===== config.mk =====
export PLATFORM = sky130hd
export DESIGN_NAME = address_range_to_cidr_prefixes_core_flat
export DESIGN_NICKNAME = d
export VERILOG_FILES = /design/src/design/acr_pkg.sv /design/src/design/acr_req_if.sv /design/src/design/acr_pfx_if.sv /design/src/design/address_range_to_cidr_prefixes_core.sv /design/src/design/acr_ctrl.sv /design/src/design/acr_dpath.sv /design/src/flat_wrapper.sv
export SDC_FILE = /design/constraint.sdc
export NUM_CORES = 1
export LEC_CHECK = 0
export BUFFER_PORTS_ARGS = -buffer_cell sky130_fd_sc_hd__buf_4
export CAP_MARGIN = 20
export CORE_AREA = 2 2 170 172
export DETAILED_ROUTE_END_ITERATION = 8
export DIE_AREA = 0 0 172 174
export GPL_ROUTABILITY_DRIVEN = 0
export GPL_TIMING_DRIVEN = 0
export SYNTH_ARGS = -nofsm -noshare
export SYNTH_HDL_FRONTEND = slang
export SYNTH_HIERARCHICAL = 1
export SYNTH_SLANG_ARGS = --single-unit
export TNS_END_PERCENT = 100

===== constraint.sdc =====
create_clock -name clk -period 14.4 [get_ports clk]
set_input_delay 2.16 -clock clk [delete_from_list [all_inputs] [get_ports clk]]
set_output_delay 2.16 -clock clk [all_outputs]
set_load 0.02 [all_outputs]

===== src/design/acr_pkg.sv =====
`timescale 1ns / 1ps

package acr_pkg;

    // Field widths of the channels
    localparam int unsigned START_W = 32;
    localparam int unsigned COUNT_W = 31;
    localparam int unsigned PADDR_W = 32;
    localparam int unsigned PLEN_W  = 6;

    // Most prefixes emitted for one range
    localparam int unsigned RESULT_LIMIT = 62;
    localparam int unsigned RCNT_W       = 6;

    // Controller states
    typedef enum logic [1:0] {
        ST_IDLE,
        ST_CALC,
        ST_STEP
    } state_t;

    // Commands from controller to datapath
    typedef struct packed {
        logic load;   // take a new range
        logic calc;   // size the next block
        logic step;   // emit prefix and advance
    } ctrl_cmd_t;

    // Status from datapath to controller
    typedef struct packed {
        logic count_zero;  // incoming range is empty
        logic slot_free;   // output register can take a prefix
        logic final_step;  // prefix being emitted ends the run
    } dp_status_t;

endpackage


===== src/design/acr_req_if.sv =====
`timescale 1ns / 1ps

interface acr_req_if;
    logic                          valid;
    logic                          ready;
    logic [acr_pkg::START_W-1:0]   start_address;
    logic [acr_pkg::COUNT_W-1:0]   range_count;

    modport source (output valid, output start_address, output range_count, input ready);
    modport sink   (input valid, input start_address, input range_count, output ready);
endinterface


===== src/design/acr_pfx_if.sv =====
`timescale 1ns / 1ps

interface acr_pfx_if;
    logic                          valid;
    logic                          ready;
    logic [acr_pkg::PADDR_W-1:0]   prefix_address;
    logic [acr_pkg::PLEN_W-1:0]    prefix_length;
    logic                          last;
    logic                          truncated;

    modport source (output valid, output prefix_address, output prefix_length,
                    output last, output truncated, input ready);
    modport sink   (input valid, input prefix_address, input prefix_length,
                    input last, input truncated, output ready);
endinterface


===== src/design/address_range_to_cidr_prefixes_core.sv =====
`timescale 1ns / 1ps
// Channel   Role   Payload
// request   sink   start_address[31:0], range_count[30:0]
// prefix    source prefix_address[31:0], prefix_length[5:0], last, truncated
//
// A range is loaded first; then, for each prefix, the block is sized and then
// emitted into the output register.
// An empty range is taken without leaving idle and gives no transfer on prefix.
// Reset clears the controller state and the output valid.
// A stalled prefix holds the emit step; the next range can be taken while the
// final prefix of the previous one still waits in the output register.

module address_range_to_cidr_prefixes_core
#(
    parameter int unsigned ADDRESS_WIDTH = 32
)
(
    input  logic       clk,
    input  logic       rst_n,
    acr_req_if.sink    request,
    acr_pfx_if.source  prefix
);

    acr_pkg::ctrl_cmd_t  cmd;
    acr_pkg::dp_status_t status;

    acr_ctrl u_ctrl
    (
        .clk       (clk),
        .rst_n     (rst_n),
        .req_valid (request.valid),
        .req_ready (request.ready),
        .status    (status),
        .cmd       (cmd)
    );

    acr_dpath
    #(
        .ADDRESS_WIDTH (ADDRESS_WIDTH)
    )
    u_dpath
    (
        .clk            (clk),
        .rst_n          (rst_n),
        .cmd            (cmd),
        .status         (status),
        .start_address  (request.start_address),
        .range_count    (request.range_count),
        .pfx_valid      (prefix.valid),
        .pfx_ready      (prefix.ready),
        .prefix_address (prefix.prefix_address),
        .prefix_length  (prefix.prefix_length),
        .last           (prefix.last),
        .truncated      (prefix.truncated)
    );

endmodule


===== src/design/acr_ctrl.sv =====
`timescale 1ns / 1ps

module acr_ctrl
(
    input  logic                clk,
    input  logic                rst_n,
    input  logic                req_valid,
    output logic                req_ready,
    input  acr_pkg::dp_status_t status,
    output acr_pkg::ctrl_cmd_t  cmd
);

    acr_pkg::state_t state_reg;
    acr_pkg::state_t state_next;

    // State register
    always_ff @(posedge clk or negedge rst_n)
    begin
        if (!rst_n)
        begin
            state_reg <= acr_pkg::ST_IDLE;
        end
        else
        begin
            state_reg <= state_next;
        end
    end

    // Next state
    always_comb
    begin
        state_next = state_reg;
        unique case (state_reg)
            acr_pkg::ST_IDLE:
            begin
                if (req_valid && !status.count_zero)
                begin
                    state_next = acr_pkg::ST_CALC;
                end
            end
            acr_pkg::ST_CALC:
            begin
                state_next = acr_pkg::ST_STEP;
            end
            acr_pkg::ST_STEP:
            begin
                if (status.slot_free)
                begin
                    state_next = status.final_step ? acr_pkg::ST_IDLE : acr_pkg::ST_CALC;
                end
            end
            default:
            begin
                state_next = acr_pkg::ST_IDLE;
            end
        endcase
    end

    // Outputs
    always_comb
    begin
        req_ready = 1'b0;
        cmd       = '0;
        unique case (state_reg)
            acr_pkg::ST_IDLE:
            begin
                req_ready = 1'b1;
                cmd.load  = req_valid;
            end
            acr_pkg::ST_CALC:
            begin
                cmd.calc = 1'b1;
            end
            acr_pkg::ST_STEP:
            begin
                cmd.step = status.slot_free;
            end
            default:
            begin
                req_ready = 1'b0;
            end
        endcase
    end

endmodule


===== src/design/acr_dpath.sv =====
`timescale 1ns / 1ps

module acr_dpath
#(
    parameter int unsigned ADDRESS_WIDTH = 32
)
(
    input  logic                          clk,
    input  logic                          rst_n,
    input  acr_pkg::ctrl_cmd_t            cmd,
    output acr_pkg::dp_status_t           status,
    input  logic [acr_pkg::START_W-1:0]   start_address,
    input  logic [acr_pkg::COUNT_W-1:0]   range_count,
    output logic                          pfx_valid,
    input  logic                          pfx_ready,
    output logic [acr_pkg::PADDR_W-1:0]   prefix_address,
    output logic [acr_pkg::PLEN_W-1:0]    prefix_length,
    output logic                          last,
    output logic                          truncated
);

    localparam int unsigned AW  = ADDRESS_WIDTH;
    // common width for block sizes: whole space or remaining count
    localparam int unsigned CW  = (AW + 1 > acr_pkg::COUNT_W) ? AW + 1 : acr_pkg::COUNT_W;
    localparam int unsigned LGW = $clog2(CW);
    // wide enough for both the address and the 32-bit fields
    localparam int unsigned XW  = (AW > acr_pkg::PADDR_W) ? AW : acr_pkg::PADDR_W;

    logic [AW-1:0]                  addr_reg;
    logic [acr_pkg::COUNT_W-1:0]    rem_reg;
    logic [CW-1:0]                  block_reg;
    logic [LGW-1:0]                 lg_reg;
    logic [acr_pkg::RCNT_W-1:0]     rcnt_reg;

    logic                           out_valid_reg;
    logic [acr_pkg::PADDR_W-1:0]    out_addr_reg;
    logic [acr_pkg::PLEN_W-1:0]     out_len_reg;
    logic                           out_last_reg;
    logic                           out_trunc_reg;

    logic [XW-1:0]                  start_wide;
    logic [XW-1:0]                  addr_wide;
    logic [AW-1:0]                  low_bit;
    logic [AW:0]                    align_blk;
    logic [acr_pkg::COUNT_W-1:0]    smear;
    logic [acr_pkg::COUNT_W-1:0]    rem_top;
    logic [CW-1:0]                  align_ext;
    logic [CW-1:0]                  rem_ext;
    logic [CW-1:0]                  block_next;
    logic [LGW-1:0]                 lg_next;
    logic [AW:0]                    addr_sum;
    logic [acr_pkg::COUNT_W-1:0]    rem_next;
    logic                           wraps;
    logic                           slot_free;

    assign start_wide = XW'(start_address);
    assign addr_wide  = XW'(addr_reg);

    // Block sizing: aligned block of the address, capped by the remaining count
    always_comb
    begin
        low_bit   = addr_reg & (~addr_reg + AW'(1));
        align_blk = {(addr_reg == '0), low_bit};
        smear     = rem_reg;
        smear     = smear | (smear >> 1);
        smear     = smear | (smear >> 2);
        smear     = smear | (smear >> 4);
        smear     = smear | (smear >> 8);
        smear     = smear | (smear >> 16);
        rem_top   = smear ^ (smear >> 1);
        align_ext = CW'(align_blk);
        rem_ext   = CW'(rem_reg);
        block_next = (align_ext <= rem_ext) ? align_ext : CW'(rem_top);
    end

    // One-hot block size to log2
    always_comb
    begin
        lg_next = '0;
        for (int i = 0; i < CW; i++)
        begin
            if (block_next[i])
            begin
                lg_next = lg_next | LGW'(i);
            end
        end
    end

    // Advance: block never exceeds the remaining count nor the whole space
    assign addr_sum = {1'b0, addr_reg} + block_reg[AW:0];
    assign wraps    = addr_sum[AW];
    assign rem_next = rem_reg - block_reg[acr_pkg::COUNT_W-1:0];

    assign slot_free = !out_valid_reg || pfx_ready;

    assign status.count_zero = (range_count == '0);
    assign status.slot_free  = slot_free;
    assign status.final_step = (rem_next == '0) || wraps
                             || (rcnt_reg == acr_pkg::RCNT_W'(acr_pkg::RESULT_LIMIT - 1));

    // Working registers
    always_ff @(posedge clk)
    begin
        if (cmd.load)
        begin
            addr_reg <= start_wide[AW-1:0];
            rem_reg  <= range_count;
            rcnt_reg <= '0;
        end
        else if (cmd.step)
        begin
            addr_reg <= addr_sum[AW-1:0];
            rem_reg  <= rem_next;
            rcnt_reg <= rcnt_reg + acr_pkg::RCNT_W'(1);
        end
        if (cmd.calc)
        begin
            block_reg <= block_next;
            lg_reg    <= lg_next;
        end
    end

    // Output register valid
    always_ff @(posedge clk or negedge rst_n)
    begin
        if (!rst_n)
        begin
            out_valid_reg <= 1'b0;
        end
        else if (cmd.step)
        begin
            out_valid_reg <= 1'b1;
        end
        else if (pfx_ready)
        begin
            out_valid_reg <= 1'b0;
        end
    end

    // Output register payload
    always_ff @(posedge clk)
    begin
        if (cmd.step)
        begin
            out_addr_reg  <= addr_wide[acr_pkg::PADDR_W-1:0];
            out_len_reg   <= acr_pkg::PLEN_W'(AW) - acr_pkg::PLEN_W'(lg_reg);
            out_last_reg  <= status.final_step;
            out_trunc_reg <= wraps && (rem_next != '0);
        end
    end

    assign pfx_valid      = out_valid_reg;
    assign prefix_address = out_addr_reg;
    assign prefix_length  = out_len_reg;
    assign last           = out_last_reg;
    assign truncated      = out_trunc_reg;

endmodule


===== src/flat_wrapper.sv =====
// flat-port wrapper written by rule: the top's interface ports become plain ports
module address_range_to_cidr_prefixes_core_flat 
#(
    parameter int unsigned ADDRESS_WIDTH = 32
)
  (clk, rst_n, request_valid, request_start_address, request_range_count, request_ready, prefix_valid, prefix_prefix_address, prefix_prefix_length, prefix_last, prefix_truncated, prefix_ready);
  acr_req_if request_i ();
  acr_pfx_if prefix_i ();
  input  logic clk;
  input  logic rst_n;
  input wire logic [$bits(request_i.valid)-1:0] request_valid;
  input wire logic [$bits(request_i.start_address)-1:0] request_start_address;
  input wire logic [$bits(request_i.range_count)-1:0] request_range_count;
  output wire logic [$bits(request_i.ready)-1:0] request_ready;
  output wire logic [$bits(prefix_i.valid)-1:0] prefix_valid;
  output wire logic [$bits(prefix_i.prefix_address)-1:0] prefix_prefix_address;
  output wire logic [$bits(prefix_i.prefix_length)-1:0] prefix_prefix_length;
  output wire logic [$bits(prefix_i.last)-1:0] prefix_last;
  output wire logic [$bits(prefix_i.truncated)-1:0] prefix_truncated;
  input wire logic [$bits(prefix_i.ready)-1:0] prefix_ready;
  assign request_i.valid = request_valid;
  assign request_i.start_address = request_start_address;
  assign request_i.range_count = request_range_count;
  assign request_ready = request_i.ready;
  assign prefix_valid = prefix_i.valid;
  assign prefix_prefix_address = prefix_i.prefix_address;
  assign prefix_prefix_length = prefix_i.prefix_length;
  assign prefix_last = prefix_i.last;
  assign prefix_truncated = prefix_i.truncated;
  assign prefix_i.ready = prefix_ready;
  address_range_to_cidr_prefixes_core #(.ADDRESS_WIDTH(ADDRESS_WIDTH)) u_core (.clk(clk), .rst_n(rst_n), .request(request_i), .prefix(prefix_i));
endmodule

==> results of run 1 <==
==> cells by family (layout without fill, tap and decap cells) <==
logic type                 Yosys count  count (layout)  synth area share, %
adders and majority gates           98              98                 11.2
muxes                               23              23                 2.22
buffers and inverters              125             266                 4.51
AOI/OAI and AO/OA                  307             307                 17.7
and+or+nand+nor                    415             415                 19.8
other                                1               3               0.0337
xor gates and xnor gates            57              57                 4.49
DFF                                151             151                 40.1
==> layout by cell type, fill, tap and decap left out, drive strengths merged, types with 7 or more instances in the layout <==
master,netlist,final
mux2,13,13
nor3,22,22
nand4,26,26
xor2,29,29
ha,96,96
or4,11,11
a21o,34,34
nand2b,12,12
or3,16,16
mux2i,10,10
nor4,18,18
and3,28,28
o21a,10,10
a31oi,10,10
o21ai,95,95
nand2,133,133
nor2,55,55
o21bai,8,8
buf,6,115
edfxtp,142,142
clkbuf,25,44
a211oi,10,10
xnor2,28,28
inv,94,95
o31ai,10,10
nand3,33,33
and2,15,15
o41ai,7,7
a21oi,66,66
==> worst max-delay path, delay by kind of cell (launching register included) <==
family	cells	cell delay (ns)
and+or+nand+nor	8	3.33
AOI/OAI and AO/OA	6	1.59
DFF	1	0.47
adders and majority gates	1	0.38
buffers and inverters	2	0.32
muxes	1	0.18
==> final cells by class <==
type                    count  area [um^2]  area share, %
flip-flops and latches    151         4460           34.1
well taps                 384          480           3.68
repair buffers            109          831           6.36
inverters                  94          353           2.70
multi-input cells         903         6170           47.3
clock buffers              19          433           3.32
clock inverters            13          179           1.37
plain buffers              31          149           1.14
==> per-stage QoR <==
step                setup slack (ns)  cell area (um^2)  util [%]  hold WS (ns)
floorplan                       9.26             11100         -         0.433
global placement                7.97             12400      44.0         0.455
detailed placement              7.96             12400      44.1         0.458
CTS                             7.94             13100      46.2         0.472
global route                    7.69             13100      46.2         0.487
finish                          7.88             13100      46.2         0.474
==> how the worst max path moves through the flow <==
stage | from | endpoint | slack [ns] | depth (start not counted)
2_1_floorplan | prefix_ready | u_core/u_dpath/rcnt_reg[5] | 9.26 | 8
3_3_place_gp | u_core/u_dpath/addr_reg[1] | u_core/u_dpath/lg_reg[2] | 7.97 | 18
3_5_place_dp | u_core/u_dpath/addr_reg[1] | u_core/u_dpath/lg_reg[2] | 7.96 | 18
4_1_cts | u_core/u_dpath/addr_reg[1] | u_core/u_dpath/lg_reg[2] | 7.94 | 18
5_1_grt | u_core/u_dpath/addr_reg[1] | u_core/u_dpath/lg_reg[2] | 7.69 | 18
6_report | u_core/u_dpath/addr_reg[1] | u_core/u_dpath/lg_reg[2] | 7.88 | 18
==> routing by layer <==
layer | vias to the layer above | part of all wire (%)
met5 | - | 0
met4 | 0 | 3.1
met3 | 59 | 5.4
met2 | 356 | 44
met1 | 4492 | 47
li1 | 4672 | -
==> where the power goes <==
group / leakage, nW / switching, mW / internal, mW
logic: 3.83 / 1.13 / 0.753
clock network: 0.291 / 0.182 / 0.289
registers: 1.44 / 0.189 / 0.804
==> cells in the mapped netlist (11+ instances only) <==
cell	number	share of area [%]
nor3_1	22	0.99
nand4_1	26	1.5
inv_1	94	3.2
xor2_1	29	2.3
nor4_1	18	1.0
nand2b_1	11	0.62
clkbuf_1	25	0.84
nand3_1	33	1.5
edfxtp_1	142	38
a21oi_1	66	3.0
and2_1	13	0.73
ha_1	96	11
nand2_1	132	4.5
and3_1	25	1.4
nor2_1	55	1.9
xnor2_1	28	2.2
a21o_1	34	2.3
or3_1	16	0.90
o21ai_0	90	4.0
mux2_2	13	1.3
==> impl_metrics.env, run 1 <==
export IMPL_status="complete, no violations"
export IMPL_tightest_slew_ns=0.973
export IMPL_maxCapViolations=0
export IMPL_crit_type="register to register"
export IMPL_start_util_pct=39.4
export IMPL_worst_path_max_fanout=10
export IMPL_yosys_warnings=6
export IMPL_vias=9579
export IMPL_grt_overflow_total=0
export IMPL_cts_setup_buffers=0
export IMPL_grt_pass1_vias=9052
export IMPL_dpl_hpwl_um=25700
export IMPL_synth_edf_count=142
export IMPL_io_pins=109
export IMPL_syn_to_final_growth_pct=17.4
export IMPL_post_cts_resize_count=0
export IMPL_syn_area_per_cell_um2=9.45
export IMPL_cp_arrival_ns=6.70
export IMPL_grt_util_met3_pct=3.39
export IMPL_yosysSeqAreaShare_pct=40.1
export IMPL_clock_sinks=151
export IMPL_r2r_end="u_core/u_dpath/lg_reg[2]"
export IMPL_grtUsageMet1_pct=30.7
export IMPL_crit_path_top_delay_cell="nor4b_1"
export IMPL_fp_dieH_um=174
export IMPL_finalSetupViolCount=0
export IMPL_grt_busiest_layer="met2"
export IMPL_path_cells="or4_4 > nor4b_4 > and3_4 > and3_4 > inv_1 > nor4b_1 > ha_1 > a21o_1 > a21oi_1 > o21ai_0 > a21oi_1 > o21ai_0 > o21ai_1 > nand2_2 > buf_12 > mux2i_1 > or4_1 > or3_1"
export IMPL_holdPathEnd="u_core/u_dpath/prefix_address[31]"
export IMPL_synth_seq_cells=151
export IMPL_ir_worst_vdd_uv=108
export IMPL_grt_max_degree=42
export IMPL_synth_main_ff_cell="edfxtp_1"
export IMPL_cts_tree="yes"
export IMPL_holdBufCountCts=0
export IMPL_cts_clk_slew_worst_paths_ns=0.06
export IMPL_crit_path_max_incr_delay_ns=0.71
export IMPL_die_w_um=172
export IMPL_slew_violations=0
export IMPL_antenna_found_initial=0
export IMPL_hold_class="register to register"
export IMPL_largest_register_ffs=33
export IMPL_netlist_instances=1177
export IMPL_power_leakage_nw=5.56
export IMPL_p_total_mw=3.35
export IMPL_min_period_ns=6.52
export IMPL_hold_depth=0
export IMPL_rsz0062_at_grt="no"
export IMPL_clock_root_buffer="clkbuf_16"
export IMPL_rows=62
export IMPL_fin_crit_sh_pct=45.3
export IMPL_max_freq_mhz=153
export IMPL_routedWlPerCell_um=18.9
export IMPL_slew_headroom_pct=34.2
export IMPL_core_area_mm2=0.0282
export IMPL_dr_first_iter_drc_count=968
export IMPL_synth_area_mm2=0.0111
export IMPL_clk_latency_ns=0.45
export IMPL_ant_nets=0
export IMPL_drc=0
export IMPL_io_buffer_count=108
export IMPL_hold_viol_final=0
export IMPL_tns_ns=0
export IMPL_grt_pass1_wl_um=49700
export IMPL_start_kind="register"
export IMPL_htree_levels=4
export IMPL_via_per_inst=5.62
export IMPL_numPlacedInstances=1672
export IMPL_gr_usage_met2_pct=33.6
export IMPL_r2r_setup_slack_ns=7.88
export IMPL_worstSetupEndpointType="register"
export IMPL_synthArstFlopShare_pct=1.99
export IMPL_crit_required_ns=14.58
export IMPL_min_from="u_core/u_dpath/addr_reg[31]"
export IMPL_routed_wl_um=32200
export IMPL_grtUsageTotal_pct=21.8
export IMPL_synth_cell_types=87
export IMPL_worstRegToRegCells=18
export IMPL_p_per_area_mw_per_mm2=257
export IMPL_drive_gt1_share_pct=13.4
export IMPL_drtPass1Iterations=6
export IMPL_reg2reg_from="u_core/u_dpath/addr_reg[1]"
export IMPL_die_area_mm2=0.0299
export IMPL_fin_skew_ns=0.0127
export IMPL_instances_no_fill=1704
export IMPL_final_nets=1472
export IMPL_fillers=2762
export IMPL_cts_made_buffers=17
export IMPL_cts_buffer_depth=2
export IMPL_diodes=0
Power figures use the tool's default switching activity.
==> run 2: changes to the inputs <==
--- a/config.mk
+++ b/config.mk
@@ -5,11 +5,12 @@
 export SDC_FILE = /design/constraint.sdc
 export NUM_CORES = 1
 export LEC_CHECK = 0
+export ABC_AREA = 1
 export BUFFER_PORTS_ARGS = -buffer_cell sky130_fd_sc_hd__buf_4
 export CAP_MARGIN = 20
-export CORE_AREA = 2 2 170 172
+export CORE_AREA = 2 2 177 179
 export DETAILED_ROUTE_END_ITERATION = 8
-export DIE_AREA = 0 0 172 174
+export DIE_AREA = 0 0 179 181
 export GPL_ROUTABILITY_DRIVEN = 0
 export GPL_TIMING_DRIVEN = 0
 export SYNTH_ARGS = -nofsm -noshare
==> constraint.sdc (replaced) <==
create_clock -name clk -period 6.4 [get_ports clk]
set_input_delay 0.96 -clock clk [delete_from_list [all_inputs] [get_ports clk]]
set_output_delay 0.96 -clock clk [all_outputs]
set_load 0.02 [all_outputs]
==> impl_metrics.env, run 2 <==
export IMPL_worst_path_max_fanout=10
export IMPL_p_total_mw=8.02
export IMPL_core_area_mm2=0.0303
export IMPL_holdBufCountCts=0
export IMPL_final_nets=1940
export IMPL_ant_nets=0
export IMPL_netlist_instances=1642
export IMPL_syn_area_per_cell_um2=7.37
export IMPL_r2r_setup_slack_ns=2.08
export IMPL_clock_sinks=151
export IMPL_synth_seq_cells=151
export IMPL_post_route_util_pct=46.2
export IMPL_largest_register_ffs=33
export IMPL_grt_pass1_vias=11200
export IMPL_yosysTopAreaCellShare_pct=35.2
export IMPL_yosys_warnings=6
export IMPL_rows=64
export IMPL_synthTopCellsByArea="edfxtp_1, nand2_1, ha_1"
export IMPL_layout_common_cells="nand2_1, inv_1, nor2_1"
export IMPL_io_buffer_count=108
export IMPL_cts_buffer_depth=2
export IMPL_htree_levels=4
export IMPL_drive_gt1_share_pct=11.9
export IMPL_synth_most_common_cell="nand2_1"
export IMPL_worstRegToRegCells=22
export IMPL_grtUsageTotal_pct=24.0
export IMPL_dr_first_iter_drc_count=1008
export IMPL_maxCapViolations=0
export IMPL_worstSetupEndpointType="register"
export IMPL_start_kind="register"
export IMPL_synth_area_mm2=0.0121
export IMPL_finalSetupViolCount=0
export IMPL_power_leakage_nw=6.40
export IMPL_synth_main_ff_cell="edfxtp_1"
export IMPL_routed_wl_um=38500
export IMPL_hold_viol_final=0
export IMPL_drtPass1Iterations=5
export IMPL_synth_cell_types=50
export IMPL_die_w_um=179
export IMPL_fin_skew_ns=0.0118
export IMPL_grt_pass1_wl_um=59500
export IMPL_vias=11700
export IMPL_fin_ws_ns=2.08
export IMPL_min_period_ns=4.32
export IMPL_yosysSeqAreaShare_pct=36.8
export IMPL_cts_clk_slew_worst_paths_ns=0.07
export IMPL_syn_to_final_growth_pct=15.9
export IMPL_routedWlPerCell_um=17.6
export IMPL_p_per_area_mw_per_mm2=572
export IMPL_synth_edf_count=142
export IMPL_dp_slack_ns=2.12
export IMPL_clk_latency_ns=0.43
export IMPL_crit_required_ns=6.55
export IMPL_met1_length_um=17300
export IMPL_cp_arrival_ns=4.47
export IMPL_cts_made_buffers=17
export IMPL_post_cts_resize_count=0
export IMPL_diodes=0
export IMPL_status="complete, no violations"
export IMPL_via_per_inst=5.35
export IMPL_max_freq_mhz=231
export IMPL_wl_met3_um=2300
export IMPL_cts_setup_buffers=0
export IMPL_topRoutingLayerUsed="met4"
export IMPL_start_util_pct=39.9
export IMPL_clock_root_buffer="clkbuf_16"
export IMPL_tightest_slew_ns=1.16
export IMPL_synth_common_cells="nand2_1, inv_1, nor2_1, edfxtp_1, nand3_1"
export IMPL_dpl_hpwl_um=31100
export IMPL_ir_worst_vdd_uv=194
export IMPL_grt_max_degree=40
export IMPL_io_pins=109
export IMPL_rsz0062_at_grt="no"
export IMPL_cts_tree="yes"
export IMPL_reg2reg_from="u_core/u_dpath/addr_reg[0]"
export IMPL_fin_crit_sh_pct=67.5
export IMPL_die_area_mm2=0.0324
export IMPL_hold_class="primary input to async pin"
export IMPL_final_common_cell="nand2_1"
export IMPL_slew_headroom_pct=22.4
export IMPL_wl_met2_um=17400
export IMPL_slew_violations=0
export IMPL_fp_dieH_um=181
export IMPL_grt_overflow_total=0
export IMPL_synthArstFlopShare_pct=1.99
export IMPL_r2r_end="u_core/u_dpath/lg_reg[1]"
export IMPL_place_area_mm2=0.0135
export IMPL_crit_type="register to register"
export IMPL_yosys_area_top_type="edfxtp_1"
export IMPL_antenna_found_initial=0
export IMPL_post_route_cell_area_mm2=0.0140
export IMPL_drc=0
==> run 2: changes by cell type in the layout (fill, tap and decap cells not counted), moves of 16 or more <==
| cell | delta |
|---|---|
| nor2_1 | +136 |
| or2_2 | +16 |
| inv_1 | +124 |
| or3_1 | -16 |
| a21o_1 | -28 |
| and3_1 | -23 |
| nand2_1 | +277 |
| a21oi_1 | +29 |
| nand3_1 | +83 |
==> run 2: layout make-up <==
class                   count  area (um^2)
plain buffers              28          151
clock buffers              17          425
clock inverters            15          128
fillers                  3056        16300
inverters                 225          845
multi-input cells        1240         6660
flip-flops and latches    151         4460
well taps                 396          495
repair buffers            112          865
==> run 2: kinds of logic (layout without fill, tap and decap cells) <==
kind of cell               after synthesis  after routing  share of synthesized area (%)
AOI/OAI and AO/OA                      231            231                           10.3
DFF                                    151            151                           36.8
and+or+nand+nor                        873            873                           31.8
other                                    1              3                         0.0310
adders and majority gates               98             98                           10.3
buffers and inverters                  253            397                           8.23
xor gates and xnor gates                35             35                           2.53
==> run 2: stage by stage <==
step | hold WS (ns) | instances | setup TNS [ns]
final | 0.309 | 2184 | 0
after global routing | 0.283 | 2184 | 0
after CTS | 0.291 | 2184 | 0
after detailed placement | 0.456 | 2152 | 0
after global placement | 0.446 | 2148 | -143.52
after floorplan | 0.433 | 1644 | 0
==> run 2: metal layers <==
layer,up-vias,track usage [%]
met2,481,38.8
met4,0,9.37
met5,-,0
met3,74,3.43
li1,5770,-
met1,5361,32.4
==> run 2: worst max-delay path by stage <==
| stage | startpoint | endpoint | slack, ns |
|---|---|---|---|
| finish | u_core/u_dpath/addr_reg[0] | u_core/u_dpath/lg_reg[1] | 2.08 |
| global placement | prefix_ready | u_core/u_dpath/addr_reg[2] | -2.26 |
| floorplan | prefix_ready | u_core/u_dpath/addr_reg[0] | 0.04 |
| CTS | u_core/u_dpath/addr_reg[0] | u_core/u_dpath/lg_reg[1] | 2.11 |
| global route | u_core/u_dpath/addr_reg[0] | u_core/u_dpath/lg_reg[1] | 1.79 |
| detailed placement | u_core/u_dpath/addr_reg[0] | u_core/u_dpath/lg_reg[1] | 2.12 |
==> run 2: worst max-delay path, stage by stage, from the launching register on <==
cell	delay [ns]
edfxtp_1	0.47
nor2_1	0.16
nand2_2	0.13
nor2_1	0.10
nand2_1	0.10
nor2_2	0.15
nand3_1	0.13
nor2_1	0.24
inv_1	0.19
nor3_1	0.28
ha_1	0.25
inv_1	0.06
nor2_1	0.11
nand4_1	0.13
nor4_1	0.35
nand2_2	0.17
nand2_4	0.14
buf_6	0.16
nand2_1	0.06
nand2_1	0.20
nand3_1	0.18
nor2_1	0.13
nand3_1	0.14
==> run 2: power breakdown <==
| part | switching [mW] | internal, mW | leakage (nW) |
|---|---|---|---|
| Clock | 0.439 | 0.535 | 0.265 |
| Sequential | 0.447 | 1.83 | 1.44 |
| Combinational | 3.14 | 1.63 | 4.70 |
| Total | 4.03 | 3.99 | 6.40 |
